==> config.mk <==
export PLATFORM = sky130hd
export DESIGN_NAME = polyline_densify_unit
export DESIGN_NICKNAME = d
export VERILOG_FILES = /design/src/design/pdu_pkg.sv /design/src/design/polyline_densify_unit.sv /design/src/design/pdu_ctrl.sv /design/src/design/pdu_dpath.sv
export SDC_FILE = /design/constraint.sdc
export NUM_CORES = 2
export LEC_CHECK = 0
export BUFFER_PORTS_ARGS = -buffer_cell sky130_fd_sc_hd__buf_4
export CORE_UTILIZATION = 55
export DETAILED_ROUTE_END_ITERATION = 6
export PLACE_DENSITY = 0.86
export SYNTH_ARGS = -nofsm -noshare
export SYNTH_HDL_FRONTEND = slang
export SYNTH_SLANG_ARGS = --single-unit
==> constraint.sdc <==
create_clock -name clk_i -period 6 [get_ports clk_i]
set_clock_uncertainty 0.2 [all_clocks]
set_input_delay 1.2 -clock clk_i [delete_from_list [all_inputs] [get_ports clk_i]]
set_output_delay 1.2 -clock clk_i [all_outputs]
set_load 0.01 [all_outputs]
==> src/design/pdu_pkg.sv <==
// ----------------------------------------------------------------------------
// pdu_pkg
// Shared constants and types of the polyline densify unit: parameter
// defaults, the controller state type and the command/status bundles.
// ----------------------------------------------------------------------------
`default_nettype none

package pdu_pkg;

  // Parameter defaults
  localparam int unsigned COORD_BITS_DEF = 32;
  localparam int unsigned MAX_INSERT_DEF = 63;

  // Spacing register
  localparam int unsigned SPC_W     = 24;
  localparam logic [SPC_W-1:0] SPC_RESET = 24'd256;

  // Insert count width (cap is at most 63)
  localparam int unsigned N_W = 6;

  // Controller states
  typedef enum logic [4:0] {
    S_IDLE,
    S_DECIDE,
    S_SQ_SETUP,
    S_SQ_STEP,
    S_SQRT_INIT,
    S_SQRT_STEP,
    S_N_CHK,
    S_NDIV_STEP,
    S_NSET,
    S_PT_CHK,
    S_PT_SETUP,
    S_PT_MUL,
    S_PT_DIVI,
    S_PT_DIV,
    S_PT_STORE,
    S_EMIT_PT,
    S_EMIT_VTX
  } state_e;

  // Commands from controller to datapath
  typedef struct packed {
    logic       load_in;
    logic       delta;
    logic       sq_setup;
    logic       sq_clear;
    logic       mul_step;
    logic       sqrt_init;
    logic       sqrt_step;
    logic       ndiv_init;
    logic       div_step;
    logic       nset;
    logic       m_adv;
    logic       pt_setup;
    logic       pt_div_init;
    logic       pt_store;
    logic       emit_pt;
    logic       emit_vtx;
    logic [1:0] axis;
  } dp_cmd_t;

  // Status from datapath to controller
  typedef struct packed {
    logic           first;
    logic           skip_div;
    logic           out_free;
    logic [N_W-1:0] n;
  } dp_sts_t;

endpackage

`default_nettype wire

==> src/design/polyline_densify_unit.sv <==
// The first vertex of a line is passed straight to the output. Other vertices first
// run the shared bit-serial multiplier and root, and the divider unless the segment or
// the spacing has zero length; each inserted point runs the multiplier and divider
// once per axis. One vertex is in work at a time; output stalls hold it up.
// Reset clears the previous-vertex flag, output valid and sets spacing to 256 (unsigned, in coordinate units).
// ----------------------------------------------------------------------------
// polyline_densify_unit
// Densifies a 3D polyline at a fixed interval: inserts points along each
// segment at whole multiples of the spacing, then passes the vertex.
// ----------------------------------------------------------------------------
`default_nettype none

module polyline_densify_unit #(
  parameter int unsigned COORD_BITS = pdu_pkg::COORD_BITS_DEF,
  parameter int unsigned MAX_INSERT = pdu_pkg::MAX_INSERT_DEF
) (
  input  wire logic                         clk_i,
  input  wire logic                         rst_ni,
  input  wire logic                         in_valid_i,
  output logic                              in_stall_o,
  input  wire logic signed [COORD_BITS-1:0] in_x_i,
  input  wire logic signed [COORD_BITS-1:0] in_y_i,
  input  wire logic signed [COORD_BITS-1:0] in_z_i,
  input  wire logic                         line_start_i,
  output logic                              out_valid_o,
  input  wire logic                         out_stall_i,
  output logic signed [COORD_BITS-1:0]      out_x_o,
  output logic signed [COORD_BITS-1:0]      out_y_o,
  output logic signed [COORD_BITS-1:0]      out_z_o,
  output logic                              inserted_o,
  output logic                              capped_o,
  output logic                              run_end_o,
  input  wire logic                         cfg_valid_i,
  output logic                              cfg_ready_o,
  input  wire logic [pdu_pkg::SPC_W-1:0]    cfg_data_i
);

  pdu_pkg::dp_cmd_t cmd;
  pdu_pkg::dp_sts_t sts;

  // Spacing write is always taken
  assign cfg_ready_o = 1'b1;

  pdu_ctrl #(
    .COORD_BITS (COORD_BITS)
  ) u_ctrl (
    .clk_i      (clk_i),
    .rst_ni     (rst_ni),
    .in_valid_i (in_valid_i),
    .in_stall_o (in_stall_o),
    .cmd_o      (cmd),
    .sts_i      (sts)
  );

  pdu_dpath #(
    .COORD_BITS (COORD_BITS),
    .MAX_INSERT (MAX_INSERT)
  ) u_dpath (
    .clk_i        (clk_i),
    .rst_ni       (rst_ni),
    .cmd_i        (cmd),
    .sts_o        (sts),
    .in_x_i       (in_x_i),
    .in_y_i       (in_y_i),
    .in_z_i       (in_z_i),
    .line_start_i (line_start_i),
    .cfg_valid_i  (cfg_valid_i),
    .cfg_data_i   (cfg_data_i),
    .out_stall_i  (out_stall_i),
    .out_valid_o  (out_valid_o),
    .out_x_o      (out_x_o),
    .out_y_o      (out_y_o),
    .out_z_o      (out_z_o),
    .inserted_o   (inserted_o),
    .capped_o     (capped_o),
    .run_end_o    (run_end_o)
  );

endmodule

`default_nettype wire

==> src/design/pdu_ctrl.sv <==
// ----------------------------------------------------------------------------
// pdu_ctrl
// Sequencer of the densify unit: steps the shared multiplier, square root
// and divider of the datapath through one vertex and its inserted points.
// ----------------------------------------------------------------------------
`default_nettype none

module pdu_ctrl #(
  parameter int unsigned COORD_BITS = pdu_pkg::COORD_BITS_DEF
) (
  input  wire logic             clk_i,
  input  wire logic             rst_ni,
  input  wire logic             in_valid_i,
  output logic                  in_stall_o,
  output pdu_pkg::dp_cmd_t      cmd_o,
  input  pdu_pkg::dp_sts_t      sts_i
);

  localparam int unsigned W  = COORD_BITS + 1;
  localparam int unsigned CW = $clog2(W + 2);
  localparam logic [CW-1:0] MUL_LAST  = CW'(W);
  localparam logic [CW-1:0] ITER_LAST = CW'(W - 1);
  localparam logic [1:0]    AXIS_LAST = 2'd2;

  pdu_pkg::state_e state_q, state_d;
  logic [CW-1:0]           cnt_q, cnt_d;
  logic [1:0]              axis_q, axis_d;
  logic [pdu_pkg::N_W-1:0] j_q, j_d;

  // State and counters
  always_ff @(posedge clk_i or negedge rst_ni) begin
    if (!rst_ni) begin
      state_q <= pdu_pkg::S_IDLE;
      cnt_q   <= '0;
      axis_q  <= '0;
      j_q     <= '0;
    end else begin
      state_q <= state_d;
      cnt_q   <= cnt_d;
      axis_q  <= axis_d;
      j_q     <= j_d;
    end
  end

  // Next state
  always_comb begin
    state_d = state_q;
    cnt_d   = cnt_q + 1'b1;
    axis_d  = axis_q;
    j_d     = j_q;
    case (state_q)
      pdu_pkg::S_IDLE: begin
        j_d = '0;
        if (in_valid_i) state_d = pdu_pkg::S_DECIDE;
      end
      pdu_pkg::S_DECIDE: begin
        axis_d  = '0;
        state_d = sts_i.first ? pdu_pkg::S_EMIT_VTX : pdu_pkg::S_SQ_SETUP;
      end
      pdu_pkg::S_SQ_SETUP: begin
        cnt_d   = '0;
        state_d = pdu_pkg::S_SQ_STEP;
      end
      pdu_pkg::S_SQ_STEP: begin
        if (cnt_q == MUL_LAST) begin
          if (axis_q == AXIS_LAST) begin
            state_d = pdu_pkg::S_SQRT_INIT;
          end else begin
            axis_d  = axis_q + 1'b1;
            state_d = pdu_pkg::S_SQ_SETUP;
          end
        end
      end
      pdu_pkg::S_SQRT_INIT: begin
        cnt_d   = '0;
        state_d = pdu_pkg::S_SQRT_STEP;
      end
      pdu_pkg::S_SQRT_STEP: begin
        if (cnt_q == ITER_LAST) state_d = pdu_pkg::S_N_CHK;
      end
      pdu_pkg::S_N_CHK: begin
        cnt_d   = '0;
        state_d = sts_i.skip_div ? pdu_pkg::S_PT_CHK : pdu_pkg::S_NDIV_STEP;
      end
      pdu_pkg::S_NDIV_STEP: begin
        if (cnt_q == ITER_LAST) state_d = pdu_pkg::S_NSET;
      end
      pdu_pkg::S_NSET: begin
        state_d = pdu_pkg::S_PT_CHK;
      end
      pdu_pkg::S_PT_CHK: begin
        if (j_q == sts_i.n) begin
          state_d = pdu_pkg::S_EMIT_VTX;
        end else begin
          j_d     = j_q + 1'b1;
          axis_d  = '0;
          state_d = pdu_pkg::S_PT_SETUP;
        end
      end
      pdu_pkg::S_PT_SETUP: begin
        cnt_d   = '0;
        state_d = pdu_pkg::S_PT_MUL;
      end
      pdu_pkg::S_PT_MUL: begin
        if (cnt_q == MUL_LAST) state_d = pdu_pkg::S_PT_DIVI;
      end
      pdu_pkg::S_PT_DIVI: begin
        cnt_d   = '0;
        state_d = pdu_pkg::S_PT_DIV;
      end
      pdu_pkg::S_PT_DIV: begin
        if (cnt_q == ITER_LAST) state_d = pdu_pkg::S_PT_STORE;
      end
      pdu_pkg::S_PT_STORE: begin
        if (axis_q == AXIS_LAST) begin
          state_d = pdu_pkg::S_EMIT_PT;
        end else begin
          axis_d  = axis_q + 1'b1;
          state_d = pdu_pkg::S_PT_SETUP;
        end
      end
      pdu_pkg::S_EMIT_PT: begin
        if (sts_i.out_free) state_d = pdu_pkg::S_PT_CHK;
      end
      pdu_pkg::S_EMIT_VTX: begin
        if (sts_i.out_free) state_d = pdu_pkg::S_IDLE;
      end
      default: begin
        state_d = pdu_pkg::S_IDLE;
      end
    endcase
  end

  // Commands
  always_comb begin
    cmd_o      = '0;
    cmd_o.axis = axis_q;
    in_stall_o = 1'b1;
    case (state_q)
      pdu_pkg::S_IDLE: begin
        in_stall_o    = 1'b0;
        cmd_o.load_in = in_valid_i;
      end
      pdu_pkg::S_DECIDE:    cmd_o.delta = 1'b1;
      pdu_pkg::S_SQ_SETUP: begin
        cmd_o.sq_setup = 1'b1;
        cmd_o.sq_clear = (axis_q == '0);
      end
      pdu_pkg::S_SQ_STEP:   cmd_o.mul_step  = 1'b1;
      pdu_pkg::S_SQRT_INIT: cmd_o.sqrt_init = 1'b1;
      pdu_pkg::S_SQRT_STEP: cmd_o.sqrt_step = 1'b1;
      pdu_pkg::S_N_CHK:     cmd_o.ndiv_init = !sts_i.skip_div;
      pdu_pkg::S_NDIV_STEP: cmd_o.div_step  = 1'b1;
      pdu_pkg::S_NSET:      cmd_o.nset      = 1'b1;
      pdu_pkg::S_PT_CHK:    cmd_o.m_adv     = (j_q != sts_i.n);
      pdu_pkg::S_PT_SETUP:  cmd_o.pt_setup  = 1'b1;
      pdu_pkg::S_PT_MUL:    cmd_o.mul_step  = 1'b1;
      pdu_pkg::S_PT_DIVI:   cmd_o.pt_div_init = 1'b1;
      pdu_pkg::S_PT_DIV:    cmd_o.div_step  = 1'b1;
      pdu_pkg::S_PT_STORE:  cmd_o.pt_store  = 1'b1;
      pdu_pkg::S_EMIT_PT:   cmd_o.emit_pt   = sts_i.out_free;
      pdu_pkg::S_EMIT_VTX:  cmd_o.emit_vtx  = sts_i.out_free;
      default:              cmd_o.axis      = axis_q;
    endcase
  end

  // Checks
  a_emit_free : assert property (@(posedge clk_i) disable iff (!rst_ni)
    (cmd_o.emit_pt || cmd_o.emit_vtx) |-> sts_i.out_free)
    else $error("result emitted while output register occupied");

  a_accept_decide : assert property (@(posedge clk_i) disable iff (!rst_ni)
    (in_valid_i && !in_stall_o) |=> (state_q == pdu_pkg::S_DECIDE))
    else $error("accepted vertex not followed by decision step");

  a_j_bound : assert property (@(posedge clk_i) disable iff (!rst_ni)
    j_q <= sts_i.n)
    else $error("point counter ran past insert count");

endmodule

`default_nettype wire

==> src/design/pdu_dpath.sv <==
// ----------------------------------------------------------------------------
// pdu_dpath
// Datapath of the densify unit: vertex registers, shift-add multiplier,
// digit-by-digit square root, restoring divider and output register.
// ----------------------------------------------------------------------------
`default_nettype none

module pdu_dpath #(
  parameter int unsigned COORD_BITS = pdu_pkg::COORD_BITS_DEF,
  parameter int unsigned MAX_INSERT = pdu_pkg::MAX_INSERT_DEF
) (
  input  wire logic                         clk_i,
  input  wire logic                         rst_ni,
  input  pdu_pkg::dp_cmd_t                  cmd_i,
  output pdu_pkg::dp_sts_t                  sts_o,
  input  wire logic signed [COORD_BITS-1:0] in_x_i,
  input  wire logic signed [COORD_BITS-1:0] in_y_i,
  input  wire logic signed [COORD_BITS-1:0] in_z_i,
  input  wire logic                         line_start_i,
  input  wire logic                         cfg_valid_i,
  input  wire logic [pdu_pkg::SPC_W-1:0]    cfg_data_i,
  input  wire logic                         out_stall_i,
  output logic                              out_valid_o,
  output logic signed [COORD_BITS-1:0]      out_x_o,
  output logic signed [COORD_BITS-1:0]      out_y_o,
  output logic signed [COORD_BITS-1:0]      out_z_o,
  output logic                              inserted_o,
  output logic                              capped_o,
  output logic                              run_end_o
);

  localparam int unsigned C  = COORD_BITS;
  localparam int unsigned W  = C + 1;
  localparam int unsigned AW = 2 * W + 2;
  localparam int unsigned SW = 2 * W;
  localparam int unsigned DW = (W + 1 > pdu_pkg::SPC_W) ? W + 1 : pdu_pkg::SPC_W;
  localparam int unsigned RW = DW + 1;
  localparam int unsigned NW = pdu_pkg::N_W;

  // Vertex state
  logic [C-1:0] cur_q  [3];
  logic [C-1:0] prev_q [3];
  logic [C-1:0] pt_q   [3];
  logic [W-1:0] mag_q  [3];
  logic         neg_q  [3];
  logic         start_q, have_prev_q;
  logic [pdu_pkg::SPC_W-1:0] spacing_q;

  // Arithmetic state
  logic [AW-1:0] acc_q, mcand_q;
  logic [W:0]    mplier_q;
  logic [SW-1:0] sq_src_q;
  logic [W+1:0]  sq_rem_q;
  logic [W-1:0]  sq_root_q;
  logic [W-1:0]  dvd_q;
  logic [RW-1:0] rem_q;
  logic [DW-1:0] div_q;
  logic [W-1:0]  m_q;
  logic [NW-1:0] n_q;
  logic          cap_q;

  // Output register
  logic         out_valid_q;
  logic [C-1:0] out_x_q, out_y_q, out_z_q;
  logic         out_ins_q, out_cap_q, out_end_q;

  // Combinational helpers
  logic [W-1:0]  d_w [3];
  logic [W+1:0]  sq_r, sq_trial;
  logic          sq_ge;
  logic [RW-1:0] dv_r2;
  logic          dv_ge;
  logic [DW-1:0] spc_ext;
  logic [W-1:0]  prev_w, pt_sum;
  logic          out_free;

  always_comb begin
    for (int i = 0; i < 3; i++) begin
      d_w[i] = {cur_q[i][C-1], cur_q[i]} - {prev_q[i][C-1], prev_q[i]};
    end
  end

  assign sq_r     = {sq_rem_q[W-1:0], sq_src_q[SW-1 -: 2]};
  assign sq_trial = {sq_root_q, 2'b01};
  assign sq_ge    = (sq_r >= sq_trial);

  assign dv_r2 = {rem_q[RW-2:0], dvd_q[W-1]};
  assign dv_ge = (dv_r2 >= {1'b0, div_q});

  assign spc_ext = DW'(spacing_q);
  assign prev_w  = {prev_q[cmd_i.axis][C-1], prev_q[cmd_i.axis]};
  assign pt_sum  = neg_q[cmd_i.axis] ? (prev_w - dvd_q) : (prev_w + dvd_q);

  assign out_free = !out_valid_q || !out_stall_i;

  // Status
  assign sts_o.first    = start_q || !have_prev_q;
  assign sts_o.skip_div = (sq_root_q == '0) || (spacing_q == '0);
  assign sts_o.out_free = out_free;
  assign sts_o.n        = n_q;

  // Configuration and control flags
  always_ff @(posedge clk_i or negedge rst_ni) begin
    if (!rst_ni) begin
      spacing_q   <= pdu_pkg::SPC_RESET;
      have_prev_q <= 1'b0;
      out_valid_q <= 1'b0;
      n_q         <= '0;
      cap_q       <= 1'b0;
    end else begin
      if (cfg_valid_i) spacing_q <= cfg_data_i;
      if (cmd_i.emit_vtx) have_prev_q <= 1'b1;
      if (cmd_i.emit_pt || cmd_i.emit_vtx) begin
        out_valid_q <= 1'b1;
      end else if (!out_stall_i) begin
        out_valid_q <= 1'b0;
      end
      if (cmd_i.load_in) begin
        n_q   <= '0;
        cap_q <= 1'b0;
      end else if (cmd_i.nset) begin
        cap_q <= (dvd_q > W'(MAX_INSERT));
        n_q   <= (dvd_q > W'(MAX_INSERT)) ? NW'(MAX_INSERT) : dvd_q[NW-1:0];
      end
    end
  end

  // Vertex registers
  always_ff @(posedge clk_i) begin
    if (cmd_i.load_in) begin
      cur_q[0] <= in_x_i;
      cur_q[1] <= in_y_i;
      cur_q[2] <= in_z_i;
      start_q  <= line_start_i;
    end
    if (cmd_i.delta) begin
      for (int i = 0; i < 3; i++) begin
        neg_q[i] <= d_w[i][W-1];
        mag_q[i] <= d_w[i][W-1] ? (W'(0) - d_w[i]) : d_w[i];
      end
    end
    if (cmd_i.emit_vtx) begin
      for (int i = 0; i < 3; i++) prev_q[i] <= cur_q[i];
    end
    if (cmd_i.pt_store) pt_q[cmd_i.axis] <= pt_sum[C-1:0];
  end

  // Shift-add multiplier with accumulation
  always_ff @(posedge clk_i) begin
    if (cmd_i.sq_setup) begin
      if (cmd_i.sq_clear) acc_q <= '0;
      mcand_q  <= AW'(mag_q[cmd_i.axis]);
      mplier_q <= {1'b0, mag_q[cmd_i.axis]};
    end else if (cmd_i.pt_setup) begin
      acc_q    <= AW'(sq_root_q);
      mcand_q  <= AW'(mag_q[cmd_i.axis]);
      mplier_q <= {m_q, 1'b0};
    end else if (cmd_i.mul_step) begin
      if (mplier_q[0]) acc_q <= acc_q + mcand_q;
      mcand_q  <= {mcand_q[AW-2:0], 1'b0};
      mplier_q <= {1'b0, mplier_q[W:1]};
    end
  end

  // Square root, two radicand bits per step
  always_ff @(posedge clk_i) begin
    if (cmd_i.sqrt_init) begin
      sq_src_q  <= acc_q[SW-1:0];
      sq_rem_q  <= '0;
      sq_root_q <= '0;
    end else if (cmd_i.sqrt_step) begin
      sq_src_q  <= {sq_src_q[SW-3:0], 2'b00};
      sq_rem_q  <= sq_ge ? (sq_r - sq_trial) : sq_r;
      sq_root_q <= {sq_root_q[W-2:0], sq_ge};
    end
  end

  // Restoring divider, one quotient bit per step
  always_ff @(posedge clk_i) begin
    if (cmd_i.ndiv_init) begin
      dvd_q <= sq_root_q - W'(sq_rem_q == '0);
      rem_q <= '0;
      div_q <= spc_ext;
    end else if (cmd_i.pt_div_init) begin
      dvd_q <= acc_q[W-1:0];
      rem_q <= RW'(acc_q[AW-1:W]);
      div_q <= DW'({sq_root_q, 1'b0});
    end else if (cmd_i.div_step) begin
      rem_q <= dv_ge ? (dv_r2 - {1'b0, div_q}) : dv_r2;
      dvd_q <= {dvd_q[W-2:0], dv_ge};
    end
  end

  // Distance along the segment
  always_ff @(posedge clk_i) begin
    if (cmd_i.load_in) begin
      m_q <= '0;
    end else if (cmd_i.m_adv) begin
      m_q <= m_q + spc_ext[W-1:0];
    end
  end

  // Output payload
  always_ff @(posedge clk_i) begin
    if (cmd_i.emit_pt) begin
      out_x_q   <= pt_q[0];
      out_y_q   <= pt_q[1];
      out_z_q   <= pt_q[2];
      out_ins_q <= 1'b1;
      out_cap_q <= cap_q;
      out_end_q <= 1'b0;
    end else if (cmd_i.emit_vtx) begin
      out_x_q   <= cur_q[0];
      out_y_q   <= cur_q[1];
      out_z_q   <= cur_q[2];
      out_ins_q <= 1'b0;
      out_cap_q <= cap_q;
      out_end_q <= 1'b1;
    end
  end

  assign out_valid_o = out_valid_q;
  assign out_x_o     = out_x_q;
  assign out_y_o     = out_y_q;
  assign out_z_o     = out_z_q;
  assign inserted_o  = out_ins_q;
  assign capped_o    = out_cap_q;
  assign run_end_o   = out_end_q;

  // Checks
  a_div_rem : assert property (@(posedge clk_i) disable iff (!rst_ni)
    cmd_i.div_step |-> (rem_q < {1'b0, div_q}))
    else $error("divider remainder not below divisor");

  a_out_drop : assert property (@(posedge clk_i) disable iff (!rst_ni)
    $fell(out_valid_q) |-> $past(!out_stall_i))
    else $error("output transaction dropped while stalled");

endmodule

`default_nettype wire
==> impl_metrics.json <==
{
  "worstMarginPinSlew_ns": 1.38,
  "r2r-end": "u_dpath.pt_q[1][30]$_DFFE_PP_",
  "synth_most_common_cell": "nand2_1",
  "num_rows": 117,
  "synthCells": 5788,
  "synth-edff-count": 744,
  "endpoint_kind": "flop",
  "wl_met2_mm": 78.4,
  "path_max_fanout": 21,
  "die_h_um": 323,
  "slew_viol_final": 0,
  "met3WireLength_mm": 12.9,
  "seqCellArea_mm2": 0.0273,
  "p_leak_nw": 25.0,
  "highest_layer": "met4",
  "min_path_type": "flop to flop",
  "synth-seq-cells": 978,
  "wirelength_mm": 166,
  "postCtsResizedCells": 0,
  "grt_usage_pct": 31.3,
  "whs_endpoint": "u_dpath.prev_q[2][0]$_DFFE_PP_",
  "start_util_pct": 55.7,
  "fillers": 8159,
  "grt_max_degree": 92,
  "cts_sinks": 978,
  "yosysUniqueCellTypes": 107,
  "irDropWorstVdd_mv": 0.451,
  "antenna_left": 0,
  "cts_buffer_depth": 3,
  "async_flop_share_pct": 5.32,
  "cts_tree": "built",
  "worstHoldStart": "u_dpath.cur_q[0][64]$_DFFE_PP_",
  "htreeDepth": 3,
  "cts_buffers": 104,
  "violations": "DRC",
  "clock_latency_ns": 0.73,
  "maxCapViolCount": 0,
  "fin_crit_ns": 5.34,
  "grt_pass1_vias": 43805,
  "yosysTopAreaCell": "edfxtp_1",
  "dr_total_vias": 45911,
  "hold_viol_final": 0,
  "status": "complete, but fails checks",
  "yosysWarnings": 0,
  "multiInputGateArea_mm2": 0.0276,
  "rr_worst_depth": 17,
  "setup_ws_ns": 0.656,
  "rsz0062_at_grt": "false",
  "setup-tns-final_ns": 0,
  "timing.fmax_mhz": 187,
  "regToRegSetupSlack_ns": 0.66,
  "layout.nets": 6345,
  "synth_commonest_cells": "nand2_1, edfxtp_1, a21oi_1",
  "hold_path_depth": 0,
  "seq_area_frac_synth_pct": 48.0,
  "critPathLaunchType": "flop",
  "postCtsSetupBuffers": 0,
  "finalCritPeriodShare_pct": 89.1,
  "area_growth_pct": 11.4,
  "wire_per_inst_um": 22.5,
  "grt-ovfl-total": 0,
  "ios": 228,
  "synth_area_mm2": 0.0568,
  "cts_hold_buf": 0,
  "coreArea_mm2": 0.102,
  "slew-limit-headroom_pct": 7.64,
  "power_density_mw_per_mm2": 507,
  "synth_nets": 6221,
  "worstReg2RegStart": "u_ctrl.axis_q[0]$_DFFE_PN0P_",
  "synth.area.top_cells": "edfxtp_1, ha_1, dfxtp_1",
  "hpwl_mm": 124,
  "path_class": "flop to flop",
  "vias_per_cell": 6.23,
  "drtIter0Drc": 4731,
  "grt_pass1_wl_mm": 253,
  "port_buffers": 226,
  "cts-root-buf": "clkbuf_16",
  "wl_met1_mm": 66.8,
  "die_area_mm2": 0.105,
  "crit_required_ns": 6.24,
  "critical_path_arrival_ns": 5.58,
  "fp.dieW_um": 323,
  "drcViolationCount": 3,
  "finalWeightedCongestion": 0.998,
  "layout-drive-gt1-share_pct": 10.7,
  "synth_top_area_share_pct": 39.3,
  "antenna_found_initial": 1,
  "setup_viol": 0,
  "synth_top_flop_cell": "edfxtp_1",
  "syn_area_per_cell_um2": 9.81,
  "place_ws_ns": 0.616,
  "clk_pin_slew_ns": 0.06,
  "drtPass1Iterations": 7
}
-- layer usage --
| metal | GRT usage (%) | up-vias |
|---|---|---|
| li1 | - | 21324 |
| met1 | 40.7 | 22142 |
| met2 | 51.9 | 2065 |
| met3 | 4.45 | 380 |
| met4 | 13.9 | 0 |
| met5 | 0 | - |
-- kinds of logic after synthesis --
family	count (synthesis)	share of synthesized area, %
XOR/XNOR	389	6.00
flip-flops	978	48.0
adder cells (fa/ha/maj)	307	6.86
AND/OR/NAND/NOR	1802	14.4
multiplexers	201	3.80
buffers and inverters	528	3.55
AO/OA/AOI/OAI	1582	17.3
other	1	0.00660
-- placed cells by master, fill, tap and decap left out, drive strengths merged, types with 81 or more instances in the layout --
| master | instances |
|---|---|
| nor3 | 111 |
| inv | 266 |
| o21ai | 387 |
| a21o | 153 |
| nand3 | 118 |
| buf | 281 |
| xnor2 | 258 |
| nor2 | 396 |
| edfxtp | 744 |
| nand2 | 787 |
| a31oi | 81 |
| mux2i | 86 |
| xor2 | 131 |
| mux2 | 115 |
| a21oi | 508 |
| ha | 300 |
| clkbuf | 134 |
| dfxtp | 182 |
-- through the flow --
| step | std cells | total power (W) | cell area [um^2] | utilization, % | hold WS [ns] |
|---|---|---|---|---|---|
| finish | 7368 | 0.0321 | 63300 | 62.0 | 0.251 |
| global route | 7368 | 0.0337 | 63300 | 62.0 | 0.268 |
| CTS | 7367 | 0.0318 | 63300 | 62.0 | 0.249 |
| detailed placement | 7174 | 0.0251 | 59800 | 58.6 | 0.239 |
| global placement | 7174 | 0.0249 | 59800 | 58.6 | 0.233 |
| floorplan | 5788 | 0.0207 | 56800 | - | 0.226 |
-- sequential cells by signal, indices dropped and copies added, names as in the netlist, 32 cells and up --
| name | count |
|---|---|
| u_dpath.sq_root_q | 33 |
| u_dpath.m_q | 33 |
| u_dpath.prev_q | 96 |
| u_dpath.cur_q | 96 |
| u_dpath.out_y_o | 32 |
| u_dpath.mag_q | 99 |
| u_dpath.mcand_q | 67 |
| u_dpath.rem_q | 34 |
| u_dpath.mplier_q | 34 |
| u_dpath.out_x_o | 32 |
| u_dpath.pt_q | 96 |
| u_dpath.out_z_o | 32 |
| u_dpath.sq_rem_q | 35 |
| u_dpath.acc_q | 67 |
| u_dpath.dvd_q | 33 |
| u_dpath.sq_src_q | 66 |
| u_dpath.div_q | 34 |
-- power by group --
group / total [W] / switching, W / internal [W]
clock network: 0.00657 / 0.00285 / 0.00372
logic: 0.0143 / 0.00927 / 0.00506
registers: 0.0112 / 0.00136 / 0.00982
-- worst max-delay path, stage by stage, from the launching register on --
cell	delay [ns]
dfrtp_4	0.68
mux2i_1	0.29
o21a_1	0.13
buf_4	0.24
o21ai_0	0.16
xor2_1	0.17
ha_1	0.39
and3_1	0.20
nand3_1	0.07
o21ai_0	0.39
o211ai_1	0.23
a2111oi_0	0.98
nor2_1	0.16
nor2b_1	0.20
o21ai_0	0.13
nand2b_1	0.13
a221oi_1	0.11
xnor2_1	0.18
-- how the worst max path moves through the flow --
stage / from / to / slack (ns) / cells past startpoint
6_report: u_ctrl.axis_q[0]$_DFFE_PN0P_ / u_dpath.pt_q[1][30]$_DFFE_PP_ / 0.66 / 17
5_1_grt: u_ctrl.axis_q[0]$_DFFE_PN0P_ / u_dpath.pt_q[2][28]$_DFFE_PP_ / 0.37 / 16
4_1_cts: u_ctrl.axis_q[0]$_DFFE_PN0P_ / u_dpath.pt_q[0][28]$_DFFE_PP_ / 0.60 / 16
3_5_place_dp: u_ctrl.axis_q[0]$_DFFE_PN0P_ / u_dpath.pt_q[0][28]$_DFFE_PP_ / 0.62 / 16
3_3_place_gp: u_ctrl.axis_q[0]$_DFFE_PN0P_ / u_dpath.pt_q[0][28]$_DFFE_PP_ / 0.70 / 16
2_1_floorplan: u_ctrl.state_q[1]$_DFFE_PN0P_ / u_dpath.acc_q[0]$_SDFFCE_PP0P_ / 0.63 / 8
-- layout make-up --
| type | count | share of cell area, % |
|---|---|---|
| Antenna cell | 1 | 0.00396 |
| Clock buffer | 134 | 4.44 |
| Clock inverter | 59 | 1.01 |
| Inverter | 265 | 1.58 |
| Multi-Input combinational cell | 4282 | 43.7 |
| Sequential cell | 978 | 43.1 |
| Tap cell | 1368 | 2.71 |
| Timing Repair Buffer | 281 | 3.43 |
No activity file was read; power rests on OpenSTA's default activity.
